--- src/rtl/core/weo_pkg.sv ---
// Shared constants, state type and arctangent table for the wheel encoder odometry block.
package weo_pkg;

    localparam int CORDIC_STEPS = 16;
    localparam int ATAN_ENTRIES = 30;
    localparam int ATAN_IW      = $clog2(ATAN_ENTRIES);
    localparam int ITER_W       = $clog2(CORDIC_STEPS);

    localparam int CFG_IDX_W = 4;
    localparam logic [CFG_IDX_W-1:0] REG_METERS_PER_TICK = CFG_IDX_W'(0);
    localparam logic [CFG_IDX_W-1:0] REG_ANGLE_PER_TICK  = CFG_IDX_W'(1);

    localparam logic [31:0] MPT_RESET = 32'd7906077;
    localparam logic [31:0] APT_RESET = 32'd1258291;
    localparam logic [31:0] GAIN_Q32  = 32'd2608131497;
    localparam logic [36:0] DIST_LIMIT = 37'd68719476736;

    typedef enum logic [3:0] {
        ST_IDLE,
        ST_SUM,
        ST_DIST_HI,
        ST_DIST_LO,
        ST_DIST_SUM,
        ST_HEAD_LO,
        ST_HEAD_SUM,
        ST_GAIN_LO,
        ST_GAIN_SUM,
        ST_ROTATE,
        ST_ACCUM,
        ST_EMIT
    } t_state;

    function automatic logic [31:0] atan_lookup(input logic [ATAN_IW-1:0] idx);
        logic [31:0] v;
        case (idx)
            5'd0:  v = 32'd536870912;
            5'd1:  v = 32'd316933406;
            5'd2:  v = 32'd167458907;
            5'd3:  v = 32'd85004756;
            5'd4:  v = 32'd42667331;
            5'd5:  v = 32'd21354465;
            5'd6:  v = 32'd10679838;
            5'd7:  v = 32'd5340245;
            5'd8:  v = 32'd2670163;
            5'd9:  v = 32'd1335087;
            5'd10: v = 32'd667544;
            5'd11: v = 32'd333772;
            5'd12: v = 32'd166886;
            5'd13: v = 32'd83443;
            5'd14: v = 32'd41722;
            5'd15: v = 32'd20861;
            5'd16: v = 32'd10430;
            5'd17: v = 32'd5215;
            5'd18: v = 32'd2608;
            5'd19: v = 32'd1304;
            5'd20: v = 32'd652;
            5'd21: v = 32'd326;
            5'd22: v = 32'd163;
            5'd23: v = 32'd81;
            5'd24: v = 32'd41;
            5'd25: v = 32'd20;
            5'd26: v = 32'd10;
            5'd27: v = 32'd5;
            5'd28: v = 32'd3;
            5'd29: v = 32'd1;
            default: v = 32'd0;
        endcase
        return v;
    endfunction

endpackage

--- src/rtl/core/wheel_encoder_odometry_top.sv ---
// Wheel encoder odometry: deltas, distance and heading, CORDIC rotation, saturating pose.
// One item is processed at a time, through the rotation loop in the single shift-add unit
// plus six passes through the shared 32x32 multiplier; a new item is taken only after the
// previous one has left the emit state.
// Input ready only while idle; a pending result may wait while the next item is taken.
// Reset (synchronous, active low) clears pose, heading and last counts, loads config defaults.
module wheel_encoder_odometry_top (
    input  logic                             i_clk,
    input  logic                             i_rst_n,
    input  logic                             i_in_valid,
    output logic                             o_in_ready,
    input  logic        [31:0]               i_sample_time,
    input  logic signed [31:0]               i_front_left_count,
    input  logic signed [31:0]               i_front_right_count,
    input  logic signed [31:0]               i_rear_left_count,
    input  logic signed [31:0]               i_rear_right_count,
    output logic                             o_out_valid,
    input  logic                             i_out_ready,
    output logic        [31:0]               o_out_time,
    output logic signed [31:0]               o_pos_x,
    output logic signed [31:0]               o_pos_y,
    output logic        [31:0]               o_heading,
    input  logic                             i_cfg_valid,
    output logic                             o_cfg_ready,
    input  logic        [weo_pkg::CFG_IDX_W-1:0] i_cfg_index,
    input  logic        [31:0]               i_cfg_data
);
    import weo_pkg::*;

    localparam logic signed [40:0] POS_MAX = 41'sd2147483647;
    localparam logic signed [40:0] POS_MIN = -41'sd2147483648;

    t_state r_state, n_state;

    logic [31:0] r_mpt, r_apt;
    logic [31:0] r_prev [4];
    logic signed [31:0] r_x_acc, r_y_acc;
    logic [31:0] r_heading;
    logic r_out_valid;

    logic [31:0] r_time;
    logic [31:0] r_d [4];
    logic [33:0] r_mag, r_diff;
    logic r_neg;
    logic [63:0] r_prod;
    logic [61:0] r_acc;
    logic [15:0] r_plo;
    logic [36:0] r_dist;
    logic [31:0] r_mid;
    logic signed [47:0] r_x, r_y;
    logic signed [33:0] r_z;
    logic [ITER_W-1:0] r_iter;
    logic [31:0] r_o_time, r_o_heading;
    logic signed [31:0] r_o_x, r_o_y;

    logic [31:0] mul_a, mul_b;
    logic in_accept, emit_go;

    logic [32:0] sum_l, sum_r;
    logic [33:0] s_tot, diff;
    logic [61:0] acc_sum;
    logic [59:0] dist_q;
    logic [33:0] p_bits;
    logic [47:0] v48;
    logic signed [33:0] mid_s;
    logic signed [47:0] x_init;
    logic signed [33:0] z_init;
    logic flip;
    logic signed [47:0] xs, ys;
    logic signed [33:0] atan_v;
    logic signed [39:0] x_step, y_step;
    logic signed [40:0] x_sum, y_sum;
    logic signed [31:0] x_sat, y_sat;

    assign o_cfg_ready = 1'b1;
    assign in_accept   = i_in_valid && o_in_ready;
    assign emit_go     = (r_time == 32'd0) || !r_out_valid || i_out_ready;

    // next state
    always_comb begin
        n_state = r_state;
        unique case (r_state)
            ST_IDLE:     if (in_accept) n_state = ST_SUM;
            ST_SUM:      n_state = ST_DIST_HI;
            ST_DIST_HI:  n_state = ST_DIST_LO;
            ST_DIST_LO:  n_state = ST_DIST_SUM;
            ST_DIST_SUM: n_state = ST_HEAD_LO;
            ST_HEAD_LO:  n_state = ST_HEAD_SUM;
            ST_HEAD_SUM: n_state = ST_GAIN_LO;
            ST_GAIN_LO:  n_state = ST_GAIN_SUM;
            ST_GAIN_SUM: n_state = ST_ROTATE;
            ST_ROTATE:   if (r_iter == ITER_W'(CORDIC_STEPS - 1)) n_state = ST_ACCUM;
            ST_ACCUM:    n_state = ST_EMIT;
            ST_EMIT:     if (emit_go) n_state = ST_IDLE;
            default:     n_state = ST_IDLE;
        endcase
    end

    // outputs: ready and multiplier operand select
    always_comb begin
        o_in_ready = 1'b0;
        mul_a      = 32'd0;
        mul_b      = 32'd0;
        unique case (r_state)
            ST_IDLE:     o_in_ready = 1'b1;
            ST_DIST_HI: begin
                mul_a = {14'd0, r_mag[33:16]};
                mul_b = r_mpt;
            end
            ST_DIST_LO: begin
                mul_a = {16'd0, r_mag[15:0]};
                mul_b = r_mpt;
            end
            ST_DIST_SUM: begin
                mul_a = {14'd0, r_diff[33:16]};
                mul_b = r_apt;
            end
            ST_HEAD_LO: begin
                mul_a = {16'd0, r_diff[15:0]};
                mul_b = r_apt;
            end
            ST_HEAD_SUM: begin
                mul_a = {3'd0, r_dist[36:8]};
                mul_b = GAIN_Q32;
            end
            ST_GAIN_LO: begin
                mul_a = {16'd0, r_dist[7:0], 8'd0};
                mul_b = GAIN_Q32;
            end
            default: begin
                mul_a = 32'd0;
                mul_b = 32'd0;
            end
        endcase
    end

    // datapath arithmetic
    always_comb begin
        sum_l   = {r_d[0][31], r_d[0]} + {r_d[2][31], r_d[2]};
        sum_r   = {r_d[1][31], r_d[1]} + {r_d[3][31], r_d[3]};
        s_tot   = {sum_l[32], sum_l} + {sum_r[32], sum_r};
        diff    = {sum_r[32], sum_r} - {sum_l[32], sum_l};
        acc_sum = r_acc + {14'd0, r_prod[63:16]};
        dist_q  = r_acc[61:2];
        p_bits  = {r_acc[17:0], r_plo};
        v48     = {2'b00, acc_sum[61:16]};
        mid_s   = {{2{r_mid[31]}}, r_mid};
        flip    = 1'b0;
        z_init  = mid_s;
        if (mid_s > 34'sd1073741824) begin
            flip   = 1'b1;
            z_init = mid_s - 34'sd2147483648;
        end else if (mid_s < -34'sd1073741824) begin
            flip   = 1'b1;
            z_init = mid_s + 34'sd2147483648;
        end
        x_init  = (r_neg ^ flip) ? -v48 : v48;
        xs      = r_x >>> r_iter;
        ys      = r_y >>> r_iter;
        atan_v  = {2'b00, atan_lookup(ATAN_IW'(r_iter))};
        x_step  = r_x[47:8];
        y_step  = r_y[47:8];
        x_sum   = {{9{r_x_acc[31]}}, r_x_acc} + {x_step[39], x_step};
        y_sum   = {{9{r_y_acc[31]}}, r_y_acc} + {y_step[39], y_step};
        if (x_sum > POS_MAX)      x_sat = 32'sh7fffffff;
        else if (x_sum < POS_MIN) x_sat = 32'sh80000000;
        else                      x_sat = x_sum[31:0];
        if (y_sum > POS_MAX)      y_sat = 32'sh7fffffff;
        else if (y_sum < POS_MIN) y_sat = 32'sh80000000;
        else                      y_sat = y_sum[31:0];
    end

    // control and architectural state
    always_ff @(posedge i_clk) begin
        if (!i_rst_n) begin
            r_state     <= ST_IDLE;
            r_out_valid <= 1'b0;
            r_mpt       <= MPT_RESET;
            r_apt       <= APT_RESET;
            r_prev[0]   <= 32'd0;
            r_prev[1]   <= 32'd0;
            r_prev[2]   <= 32'd0;
            r_prev[3]   <= 32'd0;
            r_x_acc     <= 32'sd0;
            r_y_acc     <= 32'sd0;
            r_heading   <= 32'd0;
        end else begin
            r_state <= n_state;
            if (i_cfg_valid && o_cfg_ready) begin
                unique case (i_cfg_index)
                    REG_METERS_PER_TICK: r_mpt <= i_cfg_data;
                    REG_ANGLE_PER_TICK:  r_apt <= i_cfg_data;
                    default: ;
                endcase
            end
            if (in_accept) begin
                r_prev[0] <= i_front_left_count;
                r_prev[1] <= i_front_right_count;
                r_prev[2] <= i_rear_left_count;
                r_prev[3] <= i_rear_right_count;
            end
            if (r_state == ST_GAIN_LO) r_heading <= r_heading + p_bits[32:1];
            if (r_state == ST_ACCUM) begin
                r_x_acc <= x_sat;
                r_y_acc <= y_sat;
            end
            if (r_state == ST_EMIT && r_time != 32'd0 && emit_go) r_out_valid <= 1'b1;
            else if (r_out_valid && i_out_ready)                   r_out_valid <= 1'b0;
        end
    end

    // working registers
    always_ff @(posedge i_clk) begin
        r_prod <= mul_a * mul_b;
        if (in_accept) begin
            r_time <= i_sample_time;
            r_d[0] <= i_front_left_count  - r_prev[0];
            r_d[1] <= i_front_right_count - r_prev[1];
            r_d[2] <= i_rear_left_count   - r_prev[2];
            r_d[3] <= i_rear_right_count  - r_prev[3];
        end
        case (r_state)
            ST_SUM: begin
                r_neg  <= s_tot[33];
                r_mag  <= s_tot[33] ? -s_tot : s_tot;
                r_diff <= diff;
            end
            ST_DIST_LO:  r_acc <= r_prod[61:0];
            ST_DIST_SUM: r_acc <= acc_sum;
            ST_HEAD_LO: begin
                r_dist <= (dist_q > 60'(DIST_LIMIT)) ? DIST_LIMIT : dist_q[36:0];
                r_acc  <= r_prod[61:0];
            end
            ST_HEAD_SUM: begin
                r_acc <= acc_sum;
                r_plo <= r_prod[15:0];
            end
            ST_GAIN_LO: begin
                r_mid <= r_heading + p_bits[33:2];
                r_acc <= r_prod[61:0];
            end
            ST_GAIN_SUM: begin
                r_x    <= x_init;
                r_y    <= 48'sd0;
                r_z    <= z_init;
                r_iter <= '0;
            end
            ST_ROTATE: begin
                if (!r_z[33]) begin
                    r_x <= r_x - ys;
                    r_y <= r_y + xs;
                    r_z <= r_z - atan_v;
                end else begin
                    r_x <= r_x + ys;
                    r_y <= r_y - xs;
                    r_z <= r_z + atan_v;
                end
                r_iter <= r_iter + 1'b1;
            end
            default: ;
        endcase
        if (r_state == ST_EMIT && r_time != 32'd0 && emit_go) begin
            r_o_time    <= r_time;
            r_o_x       <= r_x_acc;
            r_o_y       <= r_y_acc;
            r_o_heading <= r_heading;
        end
    end

    assign o_out_valid = r_out_valid;
    assign o_out_time  = r_o_time;
    assign o_pos_x     = r_o_x;
    assign o_pos_y     = r_o_y;
    assign o_heading   = r_o_heading;

    a_accept_starts: assert property (@(posedge i_clk) disable iff (!i_rst_n)
        in_accept |=> r_state == ST_SUM)
        else $error("accepted item did not start processing");

    a_iter_cleared: assert property (@(posedge i_clk) disable iff (!i_rst_n)
        r_state == ST_GAIN_SUM |=> r_iter == '0)
        else $error("rotation counter not cleared");

    a_valid_from_emit: assert property (@(posedge i_clk) disable iff (!i_rst_n)
        $rose(r_out_valid) |-> $past(r_state) == ST_EMIT)
        else $error("result raised outside emit");

    a_zero_time_silent: assert property (@(posedge i_clk) disable iff (!i_rst_n)
        (r_state == ST_EMIT && r_time == 32'd0 && !r_out_valid) |=> !r_out_valid)
        else $error("result produced for zero timestamp");

    a_dist_clamped: assert property (@(posedge i_clk) disable iff (!i_rst_n)
        r_state == ST_HEAD_SUM |-> r_dist <= DIST_LIMIT)
        else $error("distance above clamp");

endmodule
--- config.mk ---
export PLATFORM = sky130hd
export DESIGN_NAME = wheel_encoder_odometry_top
export DESIGN_NICKNAME = d
export VERILOG_FILES = /design/src/rtl/core/weo_pkg.sv /design/src/rtl/core/wheel_encoder_odometry_top.sv
export SDC_FILE = /design/constraint.sdc
export NUM_CORES = 2
export LEC_CHECK = 0
export BUFFER_PORTS_ARGS = -buffer_cell sky130_fd_sc_hd__buf_4
export CORE_AREA = 4 4 507 509
export DETAILED_ROUTE_END_ITERATION = 8
export DIE_AREA = 0 0 511 513
export SLEW_MARGIN = 10
export SYNTH_ARGS = -nofsm -noshare
export SYNTH_HDL_FRONTEND = slang
export SYNTH_SLANG_ARGS = --single-unit
--- constraint.sdc ---
create_clock -name i_clk -period 12.9 [get_ports i_clk]
set_input_delay 1.29 -clock i_clk [delete_from_list [all_inputs] [get_ports i_clk]]
set_output_delay 1.29 -clock i_clk [all_outputs]
set_load 0.02 [all_outputs]
### Yosys cells after proc, flatten, opt, wreduce, memory -nomap -nowiden

Memories as Yosys holds them, arrays and structs flattened. A register that Yosys moved wholly into a read port is not among the register bits.
Cells that the tools add are included.

* register bits after elaboration: 739
* latch bits: 0
* bits in writable memories: 256
* ROM bits: 480
* bits of input ports: 201
* memories kept: 3

Memory list
* (no name shown): words 16, width 30, read ports 1, clocked after memory_dff 1, write ports 0, line weo_pkg.sv:35 `case (idx)`
* r_d: words 4, width 32, read ports 4, clocked after memory_dff 0, write ports 4, line wheel_encoder_odometry_top.sv:42 `logic [31:0] r_d [4];`
* r_prev: words 4, width 32, read ports 4, clocked after memory_dff 0, write ports 4, line wheel_encoder_odometry_top.sv:36 `logic [31:0] r_prev [4];`

* $add $sub $neg: 24
* multiply operators: 1
* div/mod/pow operators: 0
* magnitude comparators: 7
* eq/ne operators: 16
* shifts and indexed selects: 2
* muxes and demuxes: 37
* bitwise logic cells: 5
* reductions and logical operators: 22

Operators by type and width (number)
* 32-bit two-way mux: 8
* 48-bit case mux with 2 select lines: 2
* 29-bit case mux with 6 select lines: 1
* 48-bit two-way mux: 3
* 32-bit subtractor: 4
* 62-bit case mux with 2 select lines: 1
* 34-bit two-way mux: 3
* 48-bit adder: 2
* 32-bit case mux with 3 select lines: 1
* 48-bit by 4-bit >>> shifter with 48-bit output: 2
* 48-bit subtractor: 2
* 32-bit by 40-bit adder with 41-bit output: 2
* 41-bit by 32-bit greater-than comparator with 1-bit output (second input constant): 2
* 41-bit by 32-bit less-than comparator with 1-bit output (second input constant): 2
* 34-bit case mux with 2 select lines: 1
* 32-bit by 32-bit adder with 33-bit output: 2
* 32-bit adder: 2
* 32-bit by 32-bit multiplier with 64-bit output: 1
* 62-bit by 48-bit adder with 62-bit output: 1
* 60-bit by 37-bit greater-than comparator with 1-bit output (second input constant): 1
* 46-bit negation with 48-bit output: 1
* 4-bit case mux with 12 select lines: 1
* 32-bit by 33-bit adder with 34-bit output (second input constant): 1
* 33-bit by 33-bit adder with 34-bit output: 1
* other kinds (30): 67

### Longest topological paths before layout

* depth after elaboration: 7
* depth in mapped cells: 40
* mapped depth without buffers: 37

### Worst setup path after synthesis

OpenSTA, ideal clock, no wires.

* path type: reg-to-reg
* start point: reg r_state[1]
* end point: reg r_prod[61]
* library setup time: 0.119 ns
* arrival: 10.336 ns
* setup slack: 2.445 ns
* cell stages (with the launch flop): 38
* path buffers: 4
* cells stage by stage: dfxtp_1 clkbuf_1 nand2b_1 nor2_1 clkbuf_1 a22oi_1 nand3_1 clkbuf_1 clkbuf_1 nand2_1 fa_1 inv_1 fa_1 inv_1 fa_1 fa_1 inv_1 fa_1 [... 2 more ...] inv_1 fa_1 inv_1 ha_1 nand2_1 o21a_1 a41o_1 o31a_1 a31o_2 or3_1 a21oi_1 nor3_1 o31a_1 o21ai_0 nand3_1 a31oi_1 nor2_1 xnor2_1

* cells in the longest elaborated chain, start to end: 4
* elaborated cells on any way between the ends: 12
* classes of those cells: mul: 1; eq/ne: 6; mux: 2; reduce/logical: 3

RTL lines
* start, declared: line wheel_encoder_odometry_top.sv:33 `t_state r_state, n_state;`
* start signal, assigned: line wheel_encoder_odometry_top.sv:188 `r_state <= n_state;`
* 4-bit by 3-bit == test with 1-bit output or 4-bit by 2-bit == test with 1-bit output (tied branches): line wheel_encoder_odometry_top.sv:104 `unique case (r_state)`
* 2-bit OR reduction (no source line)
* 32-bit case mux with 3 select lines: line wheel_encoder_odometry_top.sv:104
* 32-bit by 32-bit multiplier with 64-bit output (*): line wheel_encoder_odometry_top.sv:214 `r_prod <= mul_a * mul_b;`
* end signal, assigned: line wheel_encoder_odometry_top.sv:214
* end, declared: line wheel_encoder_odometry_top.sv:45 `logic [63:0] r_prod;`

Every way passes the cells marked *; elsewhere a longest branch is shown, timed or not.
A chain may end at the register's enable or synchronous reset.

### Worst setup path after layout

* start point: reg r_state[3]
* end point: reg r_prod[61]

The elaborated chain is that of the path after synthesis.

==> metrics <==
area occupied by registers=between 20000 and 30000 um^2; Setup Skew=89.58 ps; CTS tree=built; IO Pins=332; final hold vios=0; Area contributors post-synth=edfxtp_1 (23%), fa_1 (16%), ha_1 (11%), dfxtp_1 (5.1%), inv_1 (4.8%); Final #Nets=13.10k; Synth async-reset ratio=0; Reg clk slew, reported paths=roughly 60 ps; Worst setup SP type=register; largest net degree at the start of global routing=116; CTS resizes=0; crit path max-delay cell type=nand3_1; first-pass GRT wire length=~460000 um; met3 capacity usage during global routing=0.03082; Cell variety after synth=94; GRT Total Usage=0.2217; Buf/Inv on CP=6; WP depth=33; cell area after synthesis=100700 um^2; Post-DP HPWL=237700 um; synth-to-layout area growth=10.73%; Pwr per Cell Area=219.1 nW/um^2; Cells after Synth=about 11k; R2R cell count=33; Cells on Worst Hold Path=0; clk sink count=1023; post-route cell area=~110000 um^2; peak supply drop=203.4 uV; Root Driver=clkbuf_16; H-tree depth=3; Vias=between 70k and 80k; initial core utilization=0.3981; number of global-route vias before repair=79.96k; grt met1 use=0.2846; crit-path max cell delay=810 ps; post-synthesis sequential area ratio=0.2793; worst r2r src=r_state[3]; syn_area_per_cell=9.222 um^2; largest area contributor in the netlist=edfxtp_1; Worst Setup End Kind=register; Final ANT Viol Nets=0; Post-CTS Setup Bufs=0; num rows=185; Slew @ Worst Pin=1229 ps; # setup viols final=0; gpl congestion=around 0.96; fin crit share=0.8501; #FFs+latches synth=1023; die span in x=511 um; Largest delay share family, worst path=adder cells; drt total wl=about 300000 um; Filler cells=24.50k; hold_sp=r_prod[8]; gr busiest metal=met2; Bufs on Longest Clock Path=3; final worst path period need=10970 ps; Die ar.=262100 um^2; area of the core=253000 um^2; Yosys top cell area share=0.2278; Max Freq=91.18 MHz; RSZ-0062 raised after global routing=no; max-slew violations=0; Slew headroom=0.1774; DRC violations left=0; I/O Buffers=330; M2 GR Usage=0.3812; Multi-input gate area=around 67000 um^2; commonest register cell after synthesis=edfxtp_1; Iteration-0 DRC Markers=approximately 6.0k; WP data arrival=11630 ps; worst min path class=register to register; cts hold-fix bufs=0; most frequent CP cell=fa_1; initial antenna violation count=18; setup TNS=0 ps; DRT Pass-1 Iters=8; critical path class=register to register; EDFF count, synth=764; Post-DP Area=107400 um^2; Synth warnings=0; outcome=finished clean; max-cap viol count=0; routed vias/inst=5.412; Clock Latency Late Sink=about 800 ps; GRT overflow=0; TritonCTS buffer count=114; layout cells sized above 1=0.07480; CP startpoint=r_state[3]; Max FO, Critical Path=between 40 and 50; die height=between 500 and 600 um; leakage power=about 50 nW; WL/cell=20.26 um; CP Data Required Time=13560 ps
-- synthesized netlist by cell type, drive strengths merged, types with 17 or more instances --
master,instances
inv,1299
nand2,1198
nor2,887
ha,847
fa,823
a21oi,784
edfxtp,764
o21ai,530
xnor2,465
clkbuf,349
a21o,285
xor2,275
and2,262
dfxtp,259
nand3,174
nor3,155
and3,118
nand2b,115
nor2b,92
mux4,91
o21bai,86
a31oi,80
o21a,79
a21boi,75
nand4,67
mux2i,66
a211oi,56
or3,52
a22oi,44
nor4,44
buf,43
mux2,37
o31ai,36
o211ai,32
or2,29
and4,23
a221oi,22
a211o,21
nor3b,19
o2111ai,18
o22ai,18
or4,17
-- worst paths after layout --
kind,slack [ps],endpoint
max,1930,r_prod[61]
min,440,r_plo[8]
max reg2reg,1930,r_prod[61]
min reg2reg,440,r_plo[8]
-- through the flow --
step	instances	worst slack (ps)	hold WS, ps	power (mW)	util
floorplan	11060	2445	408.1	16.51	-
global placement	14470	2214	430.4	20.57	0.4246
detailed placement	14470	1994	437.7	20.77	0.4246
CTS	14690	1955	435.5	24.41	0.4407
global route	14690	1183	439.4	26.27	0.4407
finish	14700	1933	436.7	24.43	0.4408
-- report_power, final --
group	internal, mW	switching (mW)
sequential	4.81	0.552
clock	2.03	1.50
combinational	6.04	9.50
-- state kept, by name (all words and copies together), names as in the netlist, 33 cells and up --
register and cells:
r_diff 33, r_x 48, r_dist 37, r_d 128, r_prev 128, r_prod 64
r_mag 34, r_acc 62, r_z 34, r_y 48
-- per-layer routing --
layer | vias to the layer above | wire length [um]
met4 | 24 | 12080
met3 | 557 | 16900
met5 | - | 153
li1 | 37690 | -
met1 | 38880 | 125600
met2 | 2388 | 142900
-- layout make-up --
class | count | share of cell area
repair buffers | 437 | 0.02964
multi-input cells | 8347 | 0.5998
inverters | 1301 | 0.04381
flip-flops and latches | 1023 | 0.2522
clock inverters | 71 | 0.008358
diodes | 6 | 0.0001346
well taps | 3366 | 0.03776
clock buffers | 145 | 0.02825
-- cell usage in the layout, fill, tap and decap left out, drive strengths merged, types with 115 or more instances in the layout --
| master | netlist | final |
|---|---|---|
| ha | 847 | 847 |
| o21ai | 530 | 530 |
| dfxtp | 259 | 259 |
| nor3 | 155 | 155 |
| a21o | 285 | 285 |
| nand2 | 1198 | 1198 |
| edfxtp | 764 | 764 |
| inv | 1299 | 1309 |
| nor2 | 887 | 887 |
| nand2b | 115 | 115 |
| conb | 2 | 144 |
| xor2 | 275 | 275 |
| xnor2 | 465 | 465 |
| fa | 823 | 823 |
| buf | 43 | 437 |
| and3 | 118 | 118 |
| clkbuf | 349 | 145 |
| a21oi | 784 | 784 |
| and2 | 262 | 262 |
| nand3 | 174 | 174 |
-- worst reg2reg max path: cells and delay by family, from the launching register on --
family	cells	cell delay, ps
XOR/XNOR	1	120
AND/OR/NAND/NOR	10	3520
AO/OA/AOI/OAI	7	1860
flip-flops	1	510
adder cells (fa/ha/maj)	9	4290
buffers and inverters	6	550
-- logic make-up (layout without fill, tap and decap cells) --
| logic type | Yosys count | count (layout) | synth area share |
|---|---|---|---|
| DFF | 1023 | 1023 | 0.2793 |
| buffers and inverters | 1693 | 1954 | 0.06332 |
| xor gates and xnor gates | 740 | 740 | 0.06435 |
| muxes | 194 | 194 | 0.03104 |
| adders and majority gates | 1670 | 1670 | 0.2688 |
| and+or+nand+nor | 3287 | 3287 | 0.1505 |
| other | 2 | 150 | 0.00007456 |
| AOI/OAI and AO/OA | 2312 | 2312 | 0.1426 |
Power figures use the tool's default switching activity.
